## config.mk

```make
export PLATFORM = sky130hd
export DESIGN_NAME = udt_job_queue
export DESIGN_NICKNAME = d
export VERILOG_FILES = /design/src/hdl/unsigned_to_decimal_text_assert.svh /design/src/hdl/udt_pkg.sv /design/src/hdl/udt_job_queue.sv
export SDC_FILE = /design/constraint.sdc
export NUM_CORES = 1
export LEC_CHECK = 0
export BUFFER_PORTS_ARGS = -buffer_cell sky130_fd_sc_hd__buf_2
export CAP_MARGIN = 0
export CORE_AREA = 5 5 42 44
export CTS_CLUSTER_SIZE = 14
export DETAILED_ROUTE_END_ITERATION = 8
export DIE_AREA = 0 0 47 49
export GPL_TIMING_DRIVEN = 0
export PLACE_DENSITY = 0.75
export SLEW_MARGIN = 5
export SYNTH_ARGS = -nofsm -noshare
export SYNTH_HDL_FRONTEND = slang
export SYNTH_SLANG_ARGS = --single-unit
```

## constraint.sdc

```tcl
create_clock -name clk -period 1.82 [get_ports clk]
set_input_delay 0.091 -clock clk [delete_from_list [all_inputs] [get_ports clk]]
set_output_delay 0.091 -clock clk [all_outputs]
set_load 0.05 [all_outputs]
```

## src/hdl/unsigned_to_decimal_text_assert.svh

```systemverilog
// assertion macros shared by the decimal text converter
// expects clk and arst_n in the scope where a macro is used
`ifndef UNSIGNED_TO_DECIMAL_TEXT_ASSERT_SVH
`define UNSIGNED_TO_DECIMAL_TEXT_ASSERT_SVH

// condition holds at every clock edge out of reset
`define UDT_ASSERT_ON(lbl, cond, msg) \
	lbl: assert property (@(posedge clk) disable iff (!arst_n) (cond)) else $error(msg);

// trigger implies the consequence in the next cycle
`define UDT_ASSERT_NEXT(lbl, trig, cons, msg) \
	lbl: assert property (@(posedge clk) disable iff (!arst_n) (trig) |=> (cons)) \
		else $error(msg);

`endif

```

## src/hdl/udt_pkg.sv

```systemverilog
// types and constants of the decimal text converter
// no dependencies
`default_nettype none

package udt_pkg;

	localparam int VALUE_W = 32;
	localparam int DIGIT_W = 4;
	localparam int CHAR_W = 6;
	localparam int CNT_W = 4;
	// a 32-bit value never has more decimal digits than this
	localparam int MAX_DEC_DIGITS = 10;

	localparam logic [CHAR_W-1:0] ASCII_ZERO = 6'd48;
	localparam logic [DIGIT_W-1:0] DIGIT_MAX = 4'd9;
	// ceil(2^35 / 10): exact quotient by ten for every 32-bit value
	localparam logic [VALUE_W-1:0] RECIP_10 = 32'hCCCC_CCCD;
	localparam int RECIP_SHIFT = 35;

	// one converted number waiting in the store
	typedef struct packed {
		logic bank;
		logic [CNT_W-1:0] cnt;
	} job_t;

	// job queue status
	typedef struct packed {
		logic full;
		logic empty;
	} q_stat_t;

endpackage

`default_nettype wire

```

## src/hdl/udt_job_queue.sv

```systemverilog
// two-entry queue of converted numbers between front and back end
// depends on udt_pkg
`default_nettype none

module udt_job_queue import udt_pkg::*; (
	input wire logic clk,
	input wire logic arst_n,
	input wire logic push,
	input wire job_t job_in,
	input wire logic pop,
	output job_t head,
	output q_stat_t qstat
);

	job_t mem_q [2];
	logic wr_ptr_q;
	logic rd_ptr_q;
	logic [1:0] fill_q;

	assign head = mem_q[rd_ptr_q];
	assign qstat.full = (fill_q == 2'd2);
	assign qstat.empty = (fill_q == 2'd0);

	// pointers and fill level
	always_ff @(posedge clk or negedge arst_n) begin
		if (!arst_n) begin
			wr_ptr_q <= 1'b0;
			rd_ptr_q <= 1'b0;
			fill_q <= 2'd0;
		end else begin
			if (push) begin
				wr_ptr_q <= ~wr_ptr_q;
			end
			if (pop) begin
				rd_ptr_q <= ~rd_ptr_q;
			end
			case ({push, pop})
				2'b10: fill_q <= fill_q + 2'd1;
				2'b01: fill_q <= fill_q - 2'd1;
				default: fill_q <= fill_q;
			endcase
		end
	end

	// entry storage
	always_ff @(posedge clk) begin
		if (push) begin
			mem_q[wr_ptr_q] <= job_in;
		end
	end

endmodule

`default_nettype wire

```

# == Word level (Yosys, flattened, before mapping) ==
# Memory sizes are Yosys's and may differ from the RTL's.
# Index checks and enable logic that the tools add are counted.
# word_totals
ff_bits,4
latch_bits,0
ram_bits,10
mem_bits_ro,0
input_bits,9
output_inout_bits,7
n_memories,1
# op_classes
addsub,2
multipliers,0
div_mod_pow,0
order_cmp,0
eq_ne,3
shifts,0
mux,3
bitwise_logic,2
n_reduce_logical,2
# mem_list
memory,depth,width,read_ports,rd_clocked_by_memory_dff,write_ports,line_no,source
mem_q,2,5,1,0,1,udt_job_queue.sv:15,job_t mem_q [2];
# ops
op,n
$eq 2x2->1 const B,2
$pmux 2 s2,1
$add 2x1->2 const B,1
$eq 2x1->1 const B,1
$logic_not 2->1,1
$mux 1,2
$not 1->1,2
$reduce_bool 2->1,1
$sub 2x1->2 const B,1

# == Longest topological paths before layout ==
# logic_depth
word_depth,2
depth_mapped,5

# == Worst setup path before layout ==
# No wires, ideal clock.
# synth_path
path_kind,reg-to-output
from,register fill_q[0]
to,output qstat[0] in the netlist's numbering
arrival_time_ns,1.070
t_required_ns,1.729
path_slack_ns,0.659
path_stages_with_launch,2
cell_sequence,dfrtp_1 nor2_1
# synth_rtl
item,line_no,source
"start, declared",udt_job_queue.sv:18,logic [1:0] fill_q;
"start signal, assigned",udt_job_queue.sv:38,2'b10: fill_q <= fill_q + 2'd1;
"start signal, assigned",udt_job_queue.sv:39,2'b01: fill_q <= fill_q - 2'd1;
"start signal, assigned",udt_job_queue.sv:40,default: fill_q <= fill_q;
"end, declared",udt_job_queue.sv:12,output q_stat_t qstat

==> qor.txt <==
nets -> 63
Post-Syn Instances -> 32
Pint -> 0.688 mW
ys flop type -> edfxtp_1
most numerous cell in the Yosys netlist -> edfxtp_1
Clk network pwr share -> 0.145
Vias/cell -> 4.60
max_cap viols -> 0
element type at the critical path start -> flip-flop
crit-path cells -> buf_2 > mux2_2 > buf_2
Net Switching -> 0.501 mW
Placer Congestion -> 0.607
slew margin rel. -> 0.699
Pleak -> 0.288 nW
worst hold endpoint -> mem_q[0][4]
Core Box Area -> 1400 µm²
Setup Viol. Count Final -> 0
fin crit share -> 0.774
Post-synth EDFFs -> 10
leading area contributor after synthesis -> edfxtp_1
Post-Syn Nets -> 42
Yosys top cell area share -> 0.548
setup TNS -> 0 ns
# port buffers -> 15
CTS Sinks -> 14
crit path time final -> 1.41 ns
Hold WC Path Type -> primary input to flip-flop
synthesized flop and latch total -> 14
final wirelength -> 816 µm
first-pass GRT wire length -> 1280 µm
Post-CTS Resized -> 0
WP data required -> 1.73 ns
row count -> 14
Die Ht -> 49 µm
hold_sp -> job_in[4]
post-detail-place hpwl -> 650 µm
I/O pins -> 16
Clock Skews -> 0.00432 ns
Avg Inst Size Synth -> 17.1 µm²
drt drc -> 0
FF-to-FF Start -> wr_ptr_q
Ys Warns -> 0
peak supply drop -> 0.000891 V
clk slew on worst S/H paths -> 0.08 ns
all-layer global routing usage -> 0.0782
CTS tree -> yes
asr flop ratio synth -> 0.286
diode count -> 0
RSZ-0062 raised after global routing -> no
Largest stage delay, worst path -> 0.35 ns
post-synthesis sequential area ratio -> 0.731
die area -> 2300 µm²
slowest library cell on the worst path -> mux2_2
outcome -> completed
Skew-Pair Late Insertion Delay -> 0.27 ns
post-layout util -> 0.485
largest net degree at the start of global routing -> 9
Wirelength per Cell -> 12.0 µm
CP endpoint kind -> primary output
Synth cell types -> 11
Vias -> 313
sequential power share -> 0.411
initial antenna violation count -> 0
final hold vios -> 0
critical path class -> flip-flop to primary output
Die Wd -> 47 µm
CTS Buf Count -> 3
Cell Area, Synth -> 548 µm²
Initial Utilization -> 0.391
DRT iter0 DRCs -> 3
gr ovfl total -> 0
P per Cell Area -> 1750 nW/µm²
Layout area overhead -> 24.0%
combinational power share -> 0.444
reg2reg end -> mem_q[0][3]
Switching Share -> 0.421
Root Driver -> clkbuf_4
CTS H-tree depth -> 1
Worst Tran Pin Value -> 0.449 ns
Routed Antenna Nets -> 0
hold path cells -> 1
top cells by count, synth -> edfxtp_1 (10), mux2_2 (5), dfrtp_1 (4)
Post-CTS Repair Setup Buffers -> 0
layout cells sized above 1 -> 0.481
number of global-route vias before repair -> 306
Max Slew Vio Count -> 0
CP arrival -> 1.32 ns
R2R Setup Slk -> 0.68 ns
top cells by area, synth -> edfxtp_1 (55%), dfrtp_1 (18%), mux2_2 (10%)
Reg2Reg Depth -> 1
Clock Path Buffers -> 2
DR pass1 iterations -> 2
most used cell, CP -> buf_2
Crit Path Max Fanout -> 6
Peak Freq -> 710 MHz
==> cell type report <==
cell class	count	area, µm²
flip-flops and latches	14	400
inverters	1	3.75
well taps	16	20.0
repair buffers	16	85.1
plain buffers	1	5.00
multi-input cells	16	139
fillers	134	722
clock buffers	4	26.3
==> flip-flops by register name (all words and copies together) (netlist names) <==
register  count
mem_q        10
fill_q        2
rd_ptr_q      1
wr_ptr_q      1
==> what timing repair did <==
action	4_1_cts	5_1_grt
hold buffers	1	0
hold endpoints to repair	4	0
setup endpoints to repair	0	0
==> through the flow <==
step	area [µm²]	instances	setup WS, ns	total power, mW	hold WS (ns)
after floorplan	548	32	0.659	0.915	-0.205
after global placement	643	63	0.692	1.01	-0.0990
after detailed placement	643	63	0.667	1.03	-0.0991
after CTS	679	68	0.398	1.21	0.00191
after global routing	679	68	0.352	1.24	0.000823
final	679	68	0.411	1.19	0.0110
==> worst max-delay path: cells and delay by family, from the launching register on <==
family	cells	cell delay, ns
buffers and inverters	2	0.39
multiplexers	1	0.35
flip-flops	1	0.32
==> layer usage <==
layer | part of all wire | vias up | GRT usage
met1 | 0.40 | 153 | 0.0911
met2 | 0.53 | 8 | 0.129
met4 | 0 | 0 | 0.0276
li1 | - | 152 | -
met5 | 0 | - | 0
met3 | 0.070 | 0 | 0.0258
==> cells by family after synthesis <==
group | synth area share
adder cells (fa/ha/maj) | 0.0228
XOR/XNOR | 0.0799
flip-flops | 0.731
buffers and inverters | 0.0160
multiplexers | 0.103
AND/OR/NAND/NOR | 0.0480
==> cells in the final DEF, fill, tap and decap left out, drive strengths merged <==
master       count
ha               1
buf             16
inv              1
dlygate4sd3      1
xnor2            2
dfrtp            4
clkbuf           4
xor2             3
nor2             3
edfxtp          10
and2b            1
and2             1
mux2             5
==> how the worst max path moves through the flow <==
| stage | from | to | slack (ns) | depth (start not counted) |
|---|---|---|---|---|
| after global routing | rd_ptr_q | head[3] | 0.35 | 3 |
| after detailed placement | wr_ptr_q | mem_q[0][2] | 0.67 | 1 |
| final | rd_ptr_q | head[0] | 0.41 | 3 |
| after global placement | rd_ptr_q | head[0] | 0.69 | 3 |
| after CTS | rd_ptr_q | head[0] | 0.40 | 3 |
| after floorplan | fill_q[0] | qstat[0] | 0.66 | 1 |
==> power groups by stage <==
stage | Sequential, mW | Clock [mW] | Combinational, mW
6_report | 0.488 | 0.172 | 0.528
5_1_grt | 0.495 | 0.187 | 0.561
3_3_place_gp | 0.487 | 0 | 0.526
3_5_place_dp | 0.495 | 0 | 0.535
4_1_cts | 0.489 | 0.179 | 0.538
2_1_floorplan | 0.480 | 0 | 0.434
Power figures use the tool's default switching activity.
