File: config.mk
export PLATFORM = sky130hd
export DESIGN_NAME = udt_ram
export DESIGN_NICKNAME = d
export VERILOG_FILES = /design/src/hdl/unsigned_to_decimal_text_assert.svh /design/src/hdl/udt_ram.sv
export SDC_FILE = /design/constraint.sdc
export NUM_CORES = 1
export LEC_CHECK = 0
export ABC_AREA = 1
export ABC_CLOCK_PERIOD_IN_PS = 3200
export BUFFER_PORTS_ARGS = -buffer_cell sky130_fd_sc_hd__buf_2
export CORE_ASPECT_RATIO = 0.6
export CORE_MARGIN = 10
export CORE_UTILIZATION = 60
export CTS_BUF_LIST = sky130_fd_sc_hd__clkbuf_8
export DETAILED_ROUTE_END_ITERATION = 7
export PLACE_DENSITY = 0.79
export SYNTH_ARGS = -nofsm -noshare
export SYNTH_HDL_FRONTEND = slang
export SYNTH_SLANG_ARGS = --single-unit
File: constraint.sdc
create_clock -name clk -period 3.2 [get_ports clk]
set_input_delay 0.32 -clock clk [delete_from_list [all_inputs] [get_ports clk]]
set_output_delay 0.32 -clock clk [all_outputs]
set_load 0.01 [all_outputs]
File: src/hdl/unsigned_to_decimal_text_assert.svh
// assertion macros shared by the decimal text converter
// expects clk and arst_n in the scope where a macro is used
`ifndef UNSIGNED_TO_DECIMAL_TEXT_ASSERT_SVH
`define UNSIGNED_TO_DECIMAL_TEXT_ASSERT_SVH

// condition holds at every clock edge out of reset
`define UDT_ASSERT_ON(lbl, cond, msg) \
	lbl: assert property (@(posedge clk) disable iff (!arst_n) (cond)) else $error(msg);

// trigger implies the consequence in the next cycle
`define UDT_ASSERT_NEXT(lbl, trig, cons, msg) \
	lbl: assert property (@(posedge clk) disable iff (!arst_n) (trig) |=> (cons)) \
		else $error(msg);

`endif

File: src/hdl/udt_ram.sv
// generic simple dual port ram, one write and one registered read port
// no dependencies
`default_nettype none

module udt_ram #(
	parameter int WIDTH = 4,
	parameter int DEPTH = 20
) (
	input wire logic clk,
	input wire logic we,
	input wire logic [$clog2(DEPTH)-1:0] waddr,
	input wire logic [WIDTH-1:0] wdata,
	input wire logic re,
	input wire logic [$clog2(DEPTH)-1:0] raddr,
	output logic [WIDTH-1:0] rdata
);

	logic [WIDTH-1:0] mem_q [DEPTH];

	// write port
	always_ff @(posedge clk) begin
		if (we) begin
			mem_q[waddr] <= wdata;
		end
	end

	// registered read, holds while re is low
	always_ff @(posedge clk) begin
		if (re) begin
			rdata <= mem_q[raddr];
		end
	end

endmodule

`default_nettype wire

Yosys cells after proc, flatten, opt, wreduce, memory -nomap -nowiden
Memories as Yosys holds them, arrays and structs flattened. A register that Yosys moved wholly into a read port is not among the register bits.
Index checks and enable logic that the tools add are counted.
Storage, ports and cells
  register bits: 0
  memory bits (writable): 80
  input port bits: 17
  output and inout port bits: 4
  logic and storage cells: 3
  memories: 1
Memory list
  mem_q: words 20, bits a word 4, read ports 1, clocked after memory_dff 1, wr ports 1, RTL line udt_ram.sv:18  | logic [WIDTH-1:0] mem_q [DEPTH];
Operators by class
  multiplexer cells: 2
Operator list (count)
  1-bit two-way mux: 2

Logic depth before layout (Yosys ltp)
Gate-level depths: netlist of the first run.
  word-level depth: 2
  mapped depth: 11
  gate-level depth less buffers: 9

Worst setup path before layout of the first run
OpenSTA, ideal clock, no wires.
  path kind: in2reg
  from: input raddr[0]
  to: register rdata[2], read port of mem_q (data pin)
  setup time: 0.252 ns
  data arrival time: 0.995 ns
  path slack: 1.952 ns
  cell stages on the path: 10
  path buffers: 2
  cell sequence: buf_6 -> buf_4 -> nand2_1 -> nand3_1 -> nand3_1 -> nand2_1 -> nand2_1 -> nand2_1 -> nand2_1 -> nand2_1
RTL lines
  start, declared: RTL line udt_ram.sv:14  | input wire logic [$clog2(DEPTH)-1:0] raddr,
  end, declared: RTL line udt_ram.sv:15  | output logic [WIDTH-1:0] rdata

==> impl_metrics.env, run 1 <==
export IMPL_synthTopCellsByArea="edfxtp_1, nand2_1, nand3_1, nor2_1, buf_6"
export IMPL_irDropWorstVdd_mv=0.304
export IMPL_cts_tree="done"
export IMPL_drc_errors=0
export IMPL_rsz0062_at_grt="false"
export IMPL_fin_nets=336
export IMPL_cts_buffers=9
export IMPL_htreeDepth=3
export IMPL_synth_area_um2=3490
export IMPL_initial_core_util=0.624
export IMPL_critPathMaxFanout=21
export IMPL_antenna_found_initial=0
export IMPL_vias_per_cell=5.83
export IMPL_finalWirelength_mm=7.53
export IMPL_antenna_cells=0
export IMPL_grt_pass1_vias=2287
export IMPL_gp_congestion=0.879
export IMPL_fin_util=0.676
export IMPL_grt_ovfl_total=0
export IMPL_dr_pass1_iters=6
export IMPL_grt_max_degree=41
export IMPL_cts_resized=0
export IMPL_critPathBufInv=2
export IMPL_cp_top_family="buffers and inverters"
export IMPL_tightest_slew_ns=0.590
export IMPL_worst_ep_required_time_ns=3.33
export IMPL_path_class="in2reg"
export IMPL_yosysUniqueCellTypes=11
export IMPL_cts_setup_buffers=0
export IMPL_setup_violations=0
export IMPL_insertion_delay_ns=0.36
export IMPL_io_buffers=20
export IMPL_start_kind="primary input"
export IMPL_yosysWarnings=0
export IMPL_rr_startpoint="mem_q[5][0]"
export IMPL_worstPathArrival_ns=1.70
export IMPL_grt_pass1_wl_mm=12.2
export IMPL_finalMaxSlewViolations=0
export IMPL_grt_usage=0.168
export IMPL_min_period_ns=1.57
export IMPL_cts_buffer_depth=2
export IMPL_fin_worst_skew_ns=0.0113
export IMPL_yosysSeqAreaShare=0.723
export IMPL_syn_inst=301
export IMPL_die_height_um=79.1
export IMPL_die_w_um=118
export IMPL_end_kind="register"
export IMPL_crit_chain="buf_2, inv_1, nand3_1, nand3_1, nand2_1, nand2_1, nand2_1, nand2_1, nand2_1"
export IMPL_hold_path_class="in2reg"
export IMPL_core_area_um2=5600
export IMPL_hold_violations=0
export IMPL_synth_top_cell_area_share=0.723
export IMPL_min_delay_start="re"
export IMPL_fin_crit_sh=0.492
export IMPL_pin_count=21
export IMPL_row_count=21
export IMPL_startpoint="raddr[1]"
export IMPL_drive_gt1_frac=0.117
export IMPL_p_leak_nw=1.40
export IMPL_drt_first_iter_violations=388
export IMPL_max_slew_margin=0.606
export IMPL_slowest_delay_ns=0.50
export IMPL_power_density_nw_per_um2=561
export IMPL_num_vias=2354
export IMPL_die_area_um2=9370
export IMPL_synth_top_cell_by_area="edfxtp_1"
export IMPL_final_antenna_net_count=0
export IMPL_post_drt_wl_per_cell_um=18.6
export IMPL_fmax_ghz=0.635
export IMPL_crit_path_top_delay_cell="inv_1"
export IMPL_area_delta_synth_final_pct=8.43
export IMPL_cts_root_buf="clkbuf_8"
export IMPL_crit_top_cell="nand2_1"
export IMPL_syn_area_per_cell_um2=11.6
export IMPL_syn_num_nets=318
export IMPL_synth_ff_latch_count=84
export IMPL_cts_hold_buf=0
export IMPL_finalSetupTns_ns=0
export IMPL_hpwlAfterDp_mm=4.79
export IMPL_clock_sinks=84
export IMPL_status="complete, no violations"
export IMPL_drv_cap=0
export IMPL_cts_clk_slew_worst_paths_ns=0.09
cell usage in the layout, fill, tap and decap left out:
cell,netlist,final
inv_6,0,2
clkinvlp_4,0,1
inv_4,1,1
bufinv_16,0,1
buf_4,4,1
clkinv_4,0,1
inv_1,9,9
clkbuf_8,0,9
nor2_1,28,28
nand3_1,57,57
edfxtp_1,84,84
o21ai_0,8,8
o22ai_1,4,4
buf_2,5,20
nand2_1,96,96
clkinv_2,0,2
cells in the mapped netlist:
cell type and n:
o21ai_0 8, inv_4 1, nor2_1 28, buf_2 5, nand2_1 96, buf_6 5, buf_4 4, o22ai_1 4
nand3_1 57, edfxtp_1 84, inv_1 9
report_power, final:
part	internal [mW]	total, mW	switching, mW
Clock	0.364	0.747	0.382
Combinational	0.0384	0.143	0.105
Sequential	1.23	1.23	0.00407
logic make-up after synthesis:
family | after synthesis | synth area share
compound gates | 12 | 0.0186
buf+inv | 24 | 0.0434
flops | 84 | 0.723
simple gates | 181 | 0.215
stage by stage:
stage	power [mW]	setup WS (ns)	instances	hold slack, ns	area, um^2
detailed placement	1.40	1.28	388	0.610	3590
finish	2.12	1.63	404	0.241	3780
floorplan	1.34	1.95	301	0.419	3490
CTS	2.12	1.68	404	0.230	3780
global route	2.19	1.51	404	0.236	3780
global placement	1.39	1.38	388	0.599	3590
final timing paths:
check        endpoint  slack (ns)  cells after the start
max          rdata[0]        1.63                      9
min          rdata[2]        0.24                      1
max reg2reg  rdata[0]        1.95                      8
min reg2reg  rdata[0]        0.74                      4
flip-flops by register name (all words and copies together) (netlist names):
name	cells
mem_q	80
rdata	4
per-layer routing:
| layer | routed length [um] | GRT usage | up-vias |
|---|---|---|---|
| met5 | 0 | 0 | - |
| met2 | 3200 | 0.242 | 172 |
| met3 | 1040 | 0.0523 | 12 |
| met1 | 3160 | 0.233 | 1092 |
| li1 | - | - | 1078 |
| met4 | 125 | 0.0667 | 0 |
worst register-to-register path, delay by kind of cell (launching register included):
| family | cells | cell delay, ns |
|---|---|---|
| DFF | 1 | 0.39 |
| and+or+nand+nor | 8 | 0.63 |
layout make-up:
cell class                      instances  area, um^2
Clock inverter                          7        73.8
Timing Repair Buffer                   21         108
Fill cell                             412        1810
Tap cell                               80         100
Sequential cell                        84        2520
Clock buffer                            9         124
Multi-Input combinational cell        193         816
Inverter                               10        40.0
Power figures use the tool's default switching activity.
==> run 2: changes to the inputs <==
ABC_CLOCK_PERIOD_IN_PS = 1300   (was 3200)
CORE_UTILIZATION = 56   (was 60)
PLACE_DENSITY = 0.77   (was 0.79)
clock period = 1.3 ns   (was 3.2 ns; I/O delays follow)
==> run 2 against run 1 <==
Against the previous run:
- via count up 0.72%
- flip-flop and latch count unchanged
- combinational power grew to 2.7 times the previous value
- sequential power increased by 150%
- clock-buffer cell count is the same
- largest cell class unchanged
==> impl_metrics.env, run 2 (same netlist as run 1, synthesis figures left out) <==
export IMPL_antenna_cells=0
export IMPL_min_delay_path_depth=1
export IMPL_die_area_um2=9890
export IMPL_critPathMaxFanout=1
export IMPL_fin_nets=348
export IMPL_fin_crit_sh=0.974
export IMPL_grt_pass1_wl_mm=12.5
export IMPL_die_w_um=122
export IMPL_fin_util=0.646
export IMPL_htreeDepth=3
export IMPL_dr_pass1_iters=5
export IMPL_power_density_nw_per_um2=1380
export IMPL_clock_sinks=84
export IMPL_status="complete, no violations"
export IMPL_hpwlAfterDp_mm=5.23
export IMPL_drive_gt1_frac=0.149
export IMPL_initial_core_util=0.574
export IMPL_worstPathArrival_ns=1.40
export IMPL_num_vias=2371
export IMPL_mostFrequentLayoutCell="nand2_1"
export IMPL_io_buffers=20
export IMPL_ff2ff_path_depth=8
export IMPL_holdWs_ns=0.0200
export IMPL_cts_setup_buffers=0
export IMPL_area_delta_synth_final_pct=12.6
export IMPL_die_height_um=81.1
export IMPL_setup_violations=0
export IMPL_grt_usage=0.169
export IMPL_tightest_slew_ns=0.436
export IMPL_finalWirelength_mm=7.91
export IMPL_path_class="reg2reg"
export IMPL_insertion_delay_ns=0.36
export IMPL_fin_worst_skew_ns=0.0136
export IMPL_drc_errors=0
export IMPL_worst_ep_required_time_ns=1.43
export IMPL_cts_tree="done"
export IMPL_cts_root_buf="clkbuf_8"
export IMPL_drt_first_iter_violations=302
export IMPL_grt_ovfl_total=0
export IMPL_gp_congestion=0.909
export IMPL_grt_pass1_vias=2300
export IMPL_irDropWorstVdd_mv=0.782
export IMPL_drv_cap=0
export IMPL_regMostFlops="mem_q"
export IMPL_core_area_um2=6080
export IMPL_max_slew_margin=0.708
export IMPL_p_leak_nw=1.48
export IMPL_cts_clk_slew_worst_paths_ns=0.09
export IMPL_vias_per_cell=5.65
export IMPL_cts_buffers=9
export IMPL_antenna_found_initial=0
export IMPL_hold_violations=0
export IMPL_finalSetupTns_ns=0
export IMPL_row_count=22
export IMPL_final_cell_mix="nand2_1, edfxtp_1, nand3_1, nor2_1, buf_2"
export IMPL_fmax_ghz=0.790
export IMPL_nFillCells=472
export IMPL_pin_count=21
export IMPL_min_period_ns=1.27
export IMPL_largest_reg_flops=80
export IMPL_grt_max_degree=41
export IMPL_post_drt_wl_per_cell_um=18.8
export IMPL_start_kind="register"
export IMPL_end_kind="register"
export IMPL_final_antenna_net_count=0
export IMPL_hold_path_class="in2reg"
export IMPL_finalMaxSlewViolations=0
export IMPL_top_regs="mem_q: 80 flops, rdata: 4 flops"
export IMPL_cts_buffer_depth=2
run 2: worst paths after layout:
| kind | from | to | slack, ns |
|---|---|---|---|
| worst max-delay path | mem_q[9][2] | rdata[2] | 0.03 |
| worst min-delay path | re | rdata[3] | 0.02 |
| worst max register to register | mem_q[9][2] | rdata[2] | 0.03 |
| worst min register to register | mem_q[17][3] | rdata[3] | 0.74 |
run 2: final cells by class:
| type | count | area, um^2 | area share |
|---|---|---|---|
| Clock buffer | 9 | 124 | 0.0315 |
| Clock inverter | 7 | 91.3 | 0.0232 |
| Inverter | 10 | 40.0 | 0.0102 |
| Multi-Input combinational cell | 193 | 823 | 0.210 |
| Sequential cell | 84 | 2520 | 0.642 |
| Tap cell | 84 | 105 | 0.0268 |
| Timing Repair Buffer | 33 | 223 | 0.0567 |
run 2: metal layers:
| layer | GRT usage | part of all wire |
|---|---|---|
| met1 | 0.226 | 0.44 |
| met2 | 0.248 | 0.44 |
| met3 | 0.0672 | 0.11 |
| met4 | 0.0521 | 0.015 |
| met5 | 0 | 0 |
run 2: through the flow:
step	instances	worst slack, ns	cell area [um^2]	total power, mW
2_1_floorplan	301	0.242	3490	3.31
3_3_place_gp	404	-0.00433	3710	3.45
3_5_place_dp	404	-0.0612	3710	3.46
4_1_cts	420	0.0703	3920	5.42
5_1_grt	420	-0.00241	3930	5.58
6_report	420	0.0344	3930	5.42
run 2: worst max-delay path, stage by stage, from the launching register on:
cell and delay [ns]:
edfxtp_1 0.38, nand2_1 0.07, nand3_1 0.13, nand3_1 0.16
nand2_1 0.08, nand2_1 0.07, nand2_1 0.05, nand2_1 0.05
nand2_1 0.05
run 2: what timing repair did:
| action | in CTS | in global routing |
|---|---|---|
| hold buffers | 0 | 0 |
| resized for setup | 0 | 2 |
| endpoints found under the hold margin | 0 | 0 |
| setup endpoints to repair | 0 | 3 |
run 2: report_power, final:
part | internal [mW] | switching, mW | leakage (nW)
clock network | 1.07 | 0.936 | 0.105
logic | 0.115 | 0.265 | 0.612
registers | 3.02 | 0.00958 | 0.761
total | 4.21 | 1.21 | 1.48
