`src/hdl/unsigned_to_decimal_text_assert.svh`:
```
// assertion macros shared by the decimal text converter
// expects clk and arst_n in the scope where a macro is used
`ifndef UNSIGNED_TO_DECIMAL_TEXT_ASSERT_SVH
`define UNSIGNED_TO_DECIMAL_TEXT_ASSERT_SVH

// condition holds at every clock edge out of reset
`define UDT_ASSERT_ON(lbl, cond, msg) \
	lbl: assert property (@(posedge clk) disable iff (!arst_n) (cond)) else $error(msg);

// trigger implies the consequence in the next cycle
`define UDT_ASSERT_NEXT(lbl, trig, cons, msg) \
	lbl: assert property (@(posedge clk) disable iff (!arst_n) (trig) |=> (cons)) \
		else $error(msg);

`endif

```
`src/hdl/udt_pkg.sv`:
```
// types and constants of the decimal text converter
// no dependencies
`default_nettype none

package udt_pkg;

	localparam int VALUE_W = 32;
	localparam int DIGIT_W = 4;
	localparam int CHAR_W = 6;
	localparam int CNT_W = 4;
	// a 32-bit value never has more decimal digits than this
	localparam int MAX_DEC_DIGITS = 10;

	localparam logic [CHAR_W-1:0] ASCII_ZERO = 6'd48;
	localparam logic [DIGIT_W-1:0] DIGIT_MAX = 4'd9;
	// ceil(2^35 / 10): exact quotient by ten for every 32-bit value
	localparam logic [VALUE_W-1:0] RECIP_10 = 32'hCCCC_CCCD;
	localparam int RECIP_SHIFT = 35;

	// one converted number waiting in the store
	typedef struct packed {
		logic bank;
		logic [CNT_W-1:0] cnt;
	} job_t;

	// job queue status
	typedef struct packed {
		logic full;
		logic empty;
	} q_stat_t;

endpackage

`default_nettype wire

```
`src/hdl/udt_char_if.sv`:
```
// output channel of the converter: one digit character per item
// depends on udt_pkg
`default_nettype none

interface udt_char_if import udt_pkg::*; ();

	logic valid;
	logic ready;
	logic [CHAR_W-1:0] digit_char;
	logic last;

	modport source (output valid, output digit_char, output last, input ready);
	modport sink (input valid, input digit_char, input last, output ready);
endinterface

`default_nettype wire

```
`src/hdl/udt_back.sv`:
```
// back end: reads the digits of one number high end first and sends characters
// depends on udt_pkg, udt_char_if and the assertion macros
`default_nettype none
`include "unsigned_to_decimal_text_assert.svh"

module udt_back import udt_pkg::*; #(
	parameter int MAX_DIGITS = 10,
	parameter int AW = 5
) (
	input wire logic clk,
	input wire logic arst_n,
	udt_char_if.source text,
	input wire job_t head,
	input wire q_stat_t qstat,
	output logic pop,
	output logic re,
	output logic [AW-1:0] raddr,
	input wire logic [DIGIT_W-1:0] rdata
);

	logic active_q;
	logic [CNT_W-1:0] rem_q;
	logic pend_s1;
	logic last_s1;
	logic out_valid_q;
	logic [CHAR_W-1:0] char_q;
	logic last_q;
	logic [CNT_W-1:0] idx;
	logic is_last;
	logic move;

	// read data moves on when the output register is free or being taken
	assign move = pend_s1 && (!out_valid_q || text.ready);
	assign idx = rem_q - CNT_W'(1);
	assign is_last = (rem_q == CNT_W'(1));
	assign re = active_q && (!pend_s1 || move);
	assign raddr = head.bank ? (AW'(MAX_DIGITS) + AW'(idx)) : AW'(idx);
	// the bank is released once its lowest digit is read
	assign pop = re && is_last;

	assign text.valid = out_valid_q;
	assign text.digit_char = char_q;
	assign text.last = last_q;

	// read sequencing
	always_ff @(posedge clk or negedge arst_n) begin
		if (!arst_n) begin
			active_q <= 1'b0;
			pend_s1 <= 1'b0;
		end else begin
			if (!active_q && !qstat.empty) begin
				active_q <= 1'b1;
			end else if (pop) begin
				active_q <= 1'b0;
			end
			if (re) begin
				pend_s1 <= 1'b1;
			end else if (move) begin
				pend_s1 <= 1'b0;
			end
		end
	end

	// digit countdown and last flag beside the read data
	always_ff @(posedge clk) begin
		if (!active_q && !qstat.empty) begin
			rem_q <= head.cnt;
		end else if (re) begin
			rem_q <= idx;
		end
		if (re) begin
			last_s1 <= is_last;
		end
	end

	// output register
	always_ff @(posedge clk or negedge arst_n) begin
		if (!arst_n) begin
			out_valid_q <= 1'b0;
		end else if (move) begin
			out_valid_q <= 1'b1;
		end else if (text.ready) begin
			out_valid_q <= 1'b0;
		end
	end

	always_ff @(posedge clk) begin
		if (move) begin
			char_q <= ASCII_ZERO + CHAR_W'(rdata);
			last_q <= last_s1;
		end
	end

	`UDT_ASSERT_ON(a_pop_nonempty, !pop || !qstat.empty, "pop from an empty queue")
	`UDT_ASSERT_ON(a_digit_range, !pend_s1 || (rdata <= DIGIT_MAX), "stored digit above nine")
	`UDT_ASSERT_NEXT(a_read_lands, re, pend_s1, "issued read not held for output")

endmodule

`default_nettype wire

```
`src/flat_wrapper.sv`:
```
// flat-port wrapper written by rule: the top's interface ports become plain ports
module udt_back_flat import udt_pkg::*;
#(
	parameter int MAX_DIGITS = 10,
	parameter int AW = 5
)
  (clk, arst_n, head, qstat, pop, re, raddr, rdata, text_valid, text_digit_char, text_last, text_ready);
  udt_char_if text_i ();
  input wire logic clk;
  input wire logic arst_n;
  input wire job_t head;
  input wire q_stat_t qstat;
  output logic pop;
  output logic re;
  output logic [AW-1:0] raddr;
  input wire logic [DIGIT_W-1:0] rdata;
  output wire logic [$bits(text_i.valid)-1:0] text_valid;
  output wire logic [$bits(text_i.digit_char)-1:0] text_digit_char;
  output wire logic [$bits(text_i.last)-1:0] text_last;
  input wire logic [$bits(text_i.ready)-1:0] text_ready;
  assign text_valid = text_i.valid;
  assign text_digit_char = text_i.digit_char;
  assign text_last = text_i.last;
  assign text_i.ready = text_ready;
  udt_back #(.MAX_DIGITS(MAX_DIGITS), .AW(AW)) u_core (.clk(clk), .arst_n(arst_n), .text(text_i), .head(head), .qstat(qstat), .pop(pop), .re(re), .raddr(raddr), .rdata(rdata));
endmodule
```
`config.mk`:
```
export PLATFORM = sky130hd
export DESIGN_NAME = udt_back_flat
export DESIGN_NICKNAME = d
export VERILOG_FILES = /design/src/hdl/udt_pkg.sv /design/src/hdl/udt_char_if.sv /design/src/hdl/udt_back.sv /design/src/flat_wrapper.sv
export VERILOG_INCLUDE_DIRS = /design/src /design/src/hdl
export SDC_FILE = /design/constraint.sdc
export NUM_CORES = 1
export LEC_CHECK = 0
export BUFFER_PORTS_ARGS = -buffer_cell sky130_fd_sc_hd__buf_2
export CAP_MARGIN = 30
export CORE_AREA = 3 3 41 43
export CTS_BUF_LIST = sky130_fd_sc_hd__clkbuf_16
export CTS_CLUSTER_DIAMETER = 120
export DETAILED_ROUTE_END_ITERATION = 16
export DIE_AREA = 0 0 44 46
export PLACE_DENSITY_LB_ADDON = 0.15
export SYNTH_ARGS = -nofsm -noshare
export SYNTH_HDL_FRONTEND = slang
export SYNTH_SLANG_ARGS = --single-unit
```
`constraint.sdc`:
```
create_clock -name clk -period 2.8 [get_ports clk]
set_clock_uncertainty 0.1 [all_clocks]
set_input_delay 0.42 -clock clk [delete_from_list [all_inputs] [get_ports clk]]
set_output_delay 0.42 -clock clk [all_outputs]
set_load 0.05 [all_outputs]
```
## Word level (Yosys, flattened, before mapping)

Index checks and enable logic that the tools add are counted.

- $add $sub $neg: 3
- Reductions and logical operators: 14
- Mux-type cells: 9
- Equal/unequal tests: 1

Operator list:

| cell | number |
|---|---|
| two-way mux 4 bit | 2 |
| nonzero test 2 bit | 4 |
| adder 5 x 5 -> 6 bit (first input constant) | 1 |
| two-way mux 1 bit | 6 |
| adder 4 x 4 -> 5 bit (first input constant) | 1 |
| two-way mux 5 bit | 1 |
| equality test 4 x 1 -> 1 bit (second input constant) | 1 |
| logical AND 1 bit | 4 |
| logical NOT 1 bit | 4 |
| subtractor 4 x 1 -> 4 bit (second input constant) | 1 |
| logical OR 1 bit | 2 |

- Register bits: 15
- Word-level logic and storage cells: 34
- Bits of input ports: 14
- Output and inout bits: 15

## Longest topological paths before layout

- Depth after elaboration: 8
- Mapped depth: 6
- Depth with buffers taken out: 6

## Worst setup path after synthesis

Ideal clock, no wire load.

- Kind: register to output
- Start: reg u_core.rem_q[0]
- End: out raddr[3]
- Data required time: 2.280 ns
- Stages on the path, launching flop included: 7
- Path buffers: 0
- Arrival time: 2.295 ns
- Path slack: -0.015 ns
- Cell sequence: edfxtp_1 > inv_1 > ha_1 > xor2_1 > ha_1 > nor2b_1 > xnor2_1

- Longest elaborated chain between the ends: 3

Ends and longest elaborated chain:

| element | line | text |
|---|---|---|
| start, declared | udt_back.sv:22 | `logic [CNT_W-1:0] rem_q;` |
| start signal, assigned | udt_back.sv:67 | `rem_q <= head.cnt;` |
| start signal, assigned | udt_back.sv:69 | `rem_q <= idx;` |
| subtractor 4 x 1 -> 4 bit (*) | udt_back.sv:34 | `assign idx = rem_q - CNT_W'(1);` |
| adder 4 x 4 -> 5 bit | udt_back.sv:37 | `assign raddr = head.bank ? (AW'(MAX_DIGITS) + AW'(idx)) : AW'(idx);` |
| two-way mux 5 bit (*) | udt_back.sv:37 |  |
| end, declared | flat_wrapper.sv:15 | `output logic [AW-1:0] raddr;` |

Every way passes the cells marked *; elsewhere a longest branch is shown, timed or not.

## Worst setup path after layout

- Start: reg u_core.rem_q[0]
- End: out raddr[2]

The elaborated chain is that of the path after synthesis.

==> run_summary.xml <==
<?xml version="1.0" encoding="UTF-8"?>
<metrics>
  <group name="floorplan">
    <metric name="floorplan.die.width" unit="um">44</metric>
    <metric name="floorplan.initialDensity" unit="%">47.7</metric>
    <metric name="floorplan.rows" unit="">13</metric>
    <metric name="design.die.area" unit="sq mm">0.00202</metric>
    <metric name="fp.dieH" unit="um">46</metric>
    <metric name="std_cell_core_area" unit="sq mm">0.00133</metric>
    <metric name="io-pin-count" unit="">29</metric>
  </group>
  <group name="clock_network">
    <metric name="cts_buffers" unit="">3</metric>
    <metric name="clkLatencyLatePin" unit="ps">240</metric>
    <metric name="cts.repair_timing.setup_buffer_count" unit="">0</metric>
    <metric name="cts_resized" unit="">0</metric>
    <metric name="cts_hold_buf" unit="">1</metric>
    <metric name="cts.clk_slew.worst_paths" unit="ps">40</metric>
    <metric name="cts.path.max_buffers" unit="">2</metric>
    <metric name="numClockSinks" unit="">13</metric>
    <metric name="tritoncts_clock_tree" unit="">done</metric>
    <metric name="h-tree-depth" unit="">1</metric>
    <metric name="clk_root_buffer_cell" unit="">sky130_fd_sc_hd__clkbuf_16</metric>
  </group>
  <group name="final_layout">
    <metric name="antenna-diode-count" unit="">0</metric>
    <metric name="post-route-util" unit="%">64.0</metric>
    <metric name="fill_cells" unit="">113</metric>
    <metric name="post_route_cells_drive_above_1_share" unit="%">40.0</metric>
    <metric name="finalNetCount" unit="">98</metric>
    <metric name="regArea" unit="sq um">375</metric>
    <metric name="multi_input_combinational_cell_area" unit="sq um">226</metric>
    <metric name="final_cells" unit="">95</metric>
    <metric name="synthToLayoutAreaGrowth" unit="%">34.3</metric>
  </group>
  <group name="critical_path">
    <metric name="required" unit="ps">2280</metric>
    <metric name="critical_path_arrival" unit="ps">1960</metric>
    <metric name="timing.critical_path.from" unit="">u_core.rem_q[0]</metric>
    <metric name="crit_path_start_kind" unit="">flip-flop</metric>
    <metric name="crit_type" unit="">reg -&gt; out</metric>
    <metric name="ff2ff_setup_slack" unit="ps">1330</metric>
    <metric name="critical_path.reg2reg.startpoint" unit="">u_core.rem_q[0]</metric>
    <metric name="timing.rr.end" unit="">u_core.rem_q[2]</metric>
    <metric name="worst-r2r-cell-count" unit="">4</metric>
    <metric name="worstSetupEndpointType" unit="">output port</metric>
    <metric name="crit_path_end" unit="">raddr[2]</metric>
    <metric name="timing.critical_path.fanout_max" unit="">4</metric>
  </group>
  <group name="logic_synthesis">
    <metric name="synth-xor-area-share" unit="%">5.51</metric>
    <metric name="synth.avg_cell_area" unit="sq um">12.2</metric>
    <metric name="synth-seq-cells" unit="">13</metric>
    <metric name="syn-cell-area" unit="sq um">636</metric>
    <metric name="yosysWarnings" unit="">0</metric>
    <metric name="netlist_top_cells_area" unit="">sky130_fd_sc_hd__edfxtp_1, sky130_fd_sc_hd__dfrtp_1, sky130_fd_sc_hd__ha_1</metric>
    <metric name="ys_seq_area_share" unit="%">59.1</metric>
    <metric name="synth_compound_area_share" unit="%">4.33</metric>
    <metric name="synth.distinct_cells" unit="">23</metric>
    <metric name="post_synth_mux_area_share" unit="%">4.13</metric>
    <metric name="synth_top_cell_area_share" unit="%">47.2</metric>
    <metric name="synthesis.instances" unit="">52</metric>
    <metric name="post_synth_fa_ha_maj_area_fraction" unit="%">5.91</metric>
    <metric name="yosys.area_share.simple" unit="%">13.4</metric>
    <metric name="largest_family_of_logic_cells_by_synthesized_area" unit="">simple AND/OR/NAND/NOR gates</metric>
    <metric name="synth_top_cell_by_area" unit="">sky130_fd_sc_hd__edfxtp_1</metric>
  </group>
  <group name="drt">
    <metric name="detail_route.wl_per_cell" unit="um">12.6</metric>
    <metric name="routed_wl" unit="um">1200</metric>
    <metric name="drt_pass1_iterations" unit="">4</metric>
    <metric name="drt-vias-per-instance" unit="">4.72</metric>
    <metric name="drc" unit="">0</metric>
    <metric name="detail_route.iter0.violations" unit="">13</metric>
    <metric name="route.vias.total" unit="">448</metric>
    <metric name="antenna_left" unit="">0</metric>
  </group>
  <group name="global_route">
    <metric name="gr-usage-met2" unit="%">25.0</metric>
    <metric name="vias_in_the_first_global_route" unit="">435</metric>
    <metric name="gr-total-overflow" unit="">0</metric>
    <metric name="grt_max_degree" unit="">9</metric>
    <metric name="grt.total_usage" unit="%">13.5</metric>
    <metric name="grt_pass1_wl" unit="um">1920</metric>
    <metric name="number_of_antenna_violations_at_the_first_check_in_global_routing" unit="">0</metric>
    <metric name="grtUsageMet3" unit="%">1.19</metric>
    <metric name="top_usage_layer" unit="">met2</metric>
    <metric name="use_met1" unit="%">15.1</metric>
  </group>
  <group name="timing">
    <metric name="grt_setup_unrepaired" unit="">false</metric>
    <metric name="final-hold-violation-count" unit="">0</metric>
    <metric name="post-route-min-period" unit="ps">2480</metric>
    <metric name="min_period_over_period" unit="%">88.6</metric>
    <metric name="maximum_achievable_frequency" unit="MHz">403</metric>
    <metric name="report.final.setup_viol" unit="">0</metric>
    <metric name="setup_total_negative_slack" unit="ps">0</metric>
    <metric name="timing_max_transition_violations_final" unit="">0</metric>
  </group>
  <group name="placed_design">
    <metric name="buffers_on_ports" unit="">25</metric>
    <metric name="gp_routability_congestion" unit="">0.700</metric>
    <metric name="post-dp-hpwl" unit="um">949</metric>
    <metric name="dp_cell_count" unit="">90</metric>
  </group>
  <group name="min_path">
    <metric name="hold_class" unit="">in -&gt; reg</metric>
  </group>
  <group name="run">
    <metric name="maxCapViolCount" unit="">0</metric>
  </group>
  <group name="run_status">
    <metric name="status" unit="">completed</metric>
  </group>
</metrics>
## synthesized netlist by cell type
master / n
sky130_fd_sc_hd__edfxtp_1: 10
sky130_fd_sc_hd__inv_1: 5
sky130_fd_sc_hd__a21oi_1: 4
sky130_fd_sc_hd__nand2_1: 4
sky130_fd_sc_hd__dfrtp_1: 3
sky130_fd_sc_hd__ha_1: 3
sky130_fd_sc_hd__nor2_1: 3
sky130_fd_sc_hd__xnor2_1: 3
sky130_fd_sc_hd__buf_4: 2
sky130_fd_sc_hd__nand2b_1: 2
sky130_fd_sc_hd__a21boi_1: 1
sky130_fd_sc_hd__and2_1: 1
sky130_fd_sc_hd__and3_2: 1
sky130_fd_sc_hd__buf_6: 1
sky130_fd_sc_hd__conb_1: 1
sky130_fd_sc_hd__mux2_2: 1
sky130_fd_sc_hd__mux2_4: 1
sky130_fd_sc_hd__nand3b_1: 1
sky130_fd_sc_hd__nor2b_1: 1
sky130_fd_sc_hd__nor3_1: 1
sky130_fd_sc_hd__nor3b_1: 1
sky130_fd_sc_hd__or2_0: 1
sky130_fd_sc_hd__xor2_1: 1
## critical path, cell delays in order, from the launching register on
cell and delay, ps:
sky130_fd_sc_hd__edfxtp_1 440, sky130_fd_sc_hd__inv_1 100, sky130_fd_sc_hd__ha_1 150, sky130_fd_sc_hd__xor2_1 280, sky130_fd_sc_hd__ha_1 280, sky130_fd_sc_hd__mux2_2 260
sky130_fd_sc_hd__buf_2 210
## stage by stage
step | hold slack (ps) | instance area, sq um | worst slack, ps
CTS | 257 | 853 | 286
global route | 256 | 853 | 163
detailed placement | 117 | 764 | 553
finish | 258 | 853 | 320
global placement | 116 | 764 | 580
floorplan | 24.4 | 647 | 194
## worst min path at each step
stage                  start  slack, ps  depth (start not counted)                   endpoint
finish              rdata[2]        260                          1  u_core.text.digit_char[2]
global route        rdata[2]        260                          1  u_core.text.digit_char[2]
CTS                 rdata[2]        260                          1  u_core.text.digit_char[2]
detailed placement    arst_n        120                          1          u_core.text.valid
global placement      arst_n        120                          1             u_core.pend_s1
floorplan             arst_n         20                          0            u_core.active_q
## kinds of logic after synthesis
family,count (synthesis)
AOI/OAI and AO/OA,5
xor gates and xnor gates,4
adders and majority gates,3
buffers and inverters,8
DFF,13
muxes,2
other,1
and+or+nand+nor,16
## final cells by class
type	count	area share, %
clock buffers	3	8.80
clock inverters	1	0.440
inverters	5	2.20
multi-input cells	32	26.5
flip-flops and latches	13	44.0
well taps	15	2.20
repair buffers	26	15.8
## registers in the layout, summed over array words and instances, names as in the netlist
signal and flops:
u_core.last_s1 1, u_core.pend_s1 1, u_core.active_q 1, u_core.text.last 1, u_core.text.digit_char 4, u_core.rem_q 4
u_core.text.valid 1
## layout by cell type (no fill, tap or decap), types with 2 or more instances in the layout
cell                        count
sky130_fd_sc_hd__conb_1         2
sky130_fd_sc_hd__inv_1          6
sky130_fd_sc_hd__nor2_1         3
sky130_fd_sc_hd__ha_1           3
sky130_fd_sc_hd__nand2b_1       2
sky130_fd_sc_hd__dfrtp_1        3
sky130_fd_sc_hd__xnor2_1        2
sky130_fd_sc_hd__nand2_1        4
sky130_fd_sc_hd__a21oi_1        4
sky130_fd_sc_hd__clkbuf_16      3
sky130_fd_sc_hd__buf_2         25
sky130_fd_sc_hd__edfxtp_1      10
## routing by layer
| metal | vias to the layer above | wire length (um) |
|---|---|---|
| li1 | 228 | - |
| met1 | 203 | 481 |
| met4 | 0 | 0 |
| met5 | - | 0 |
| met2 | 17 | 643 |
| met3 | 0 | 71 |
Power is left out: the tool's default activity adds up to more than one toggle a clock period on the data nets, which glitch-free logic cannot reach.
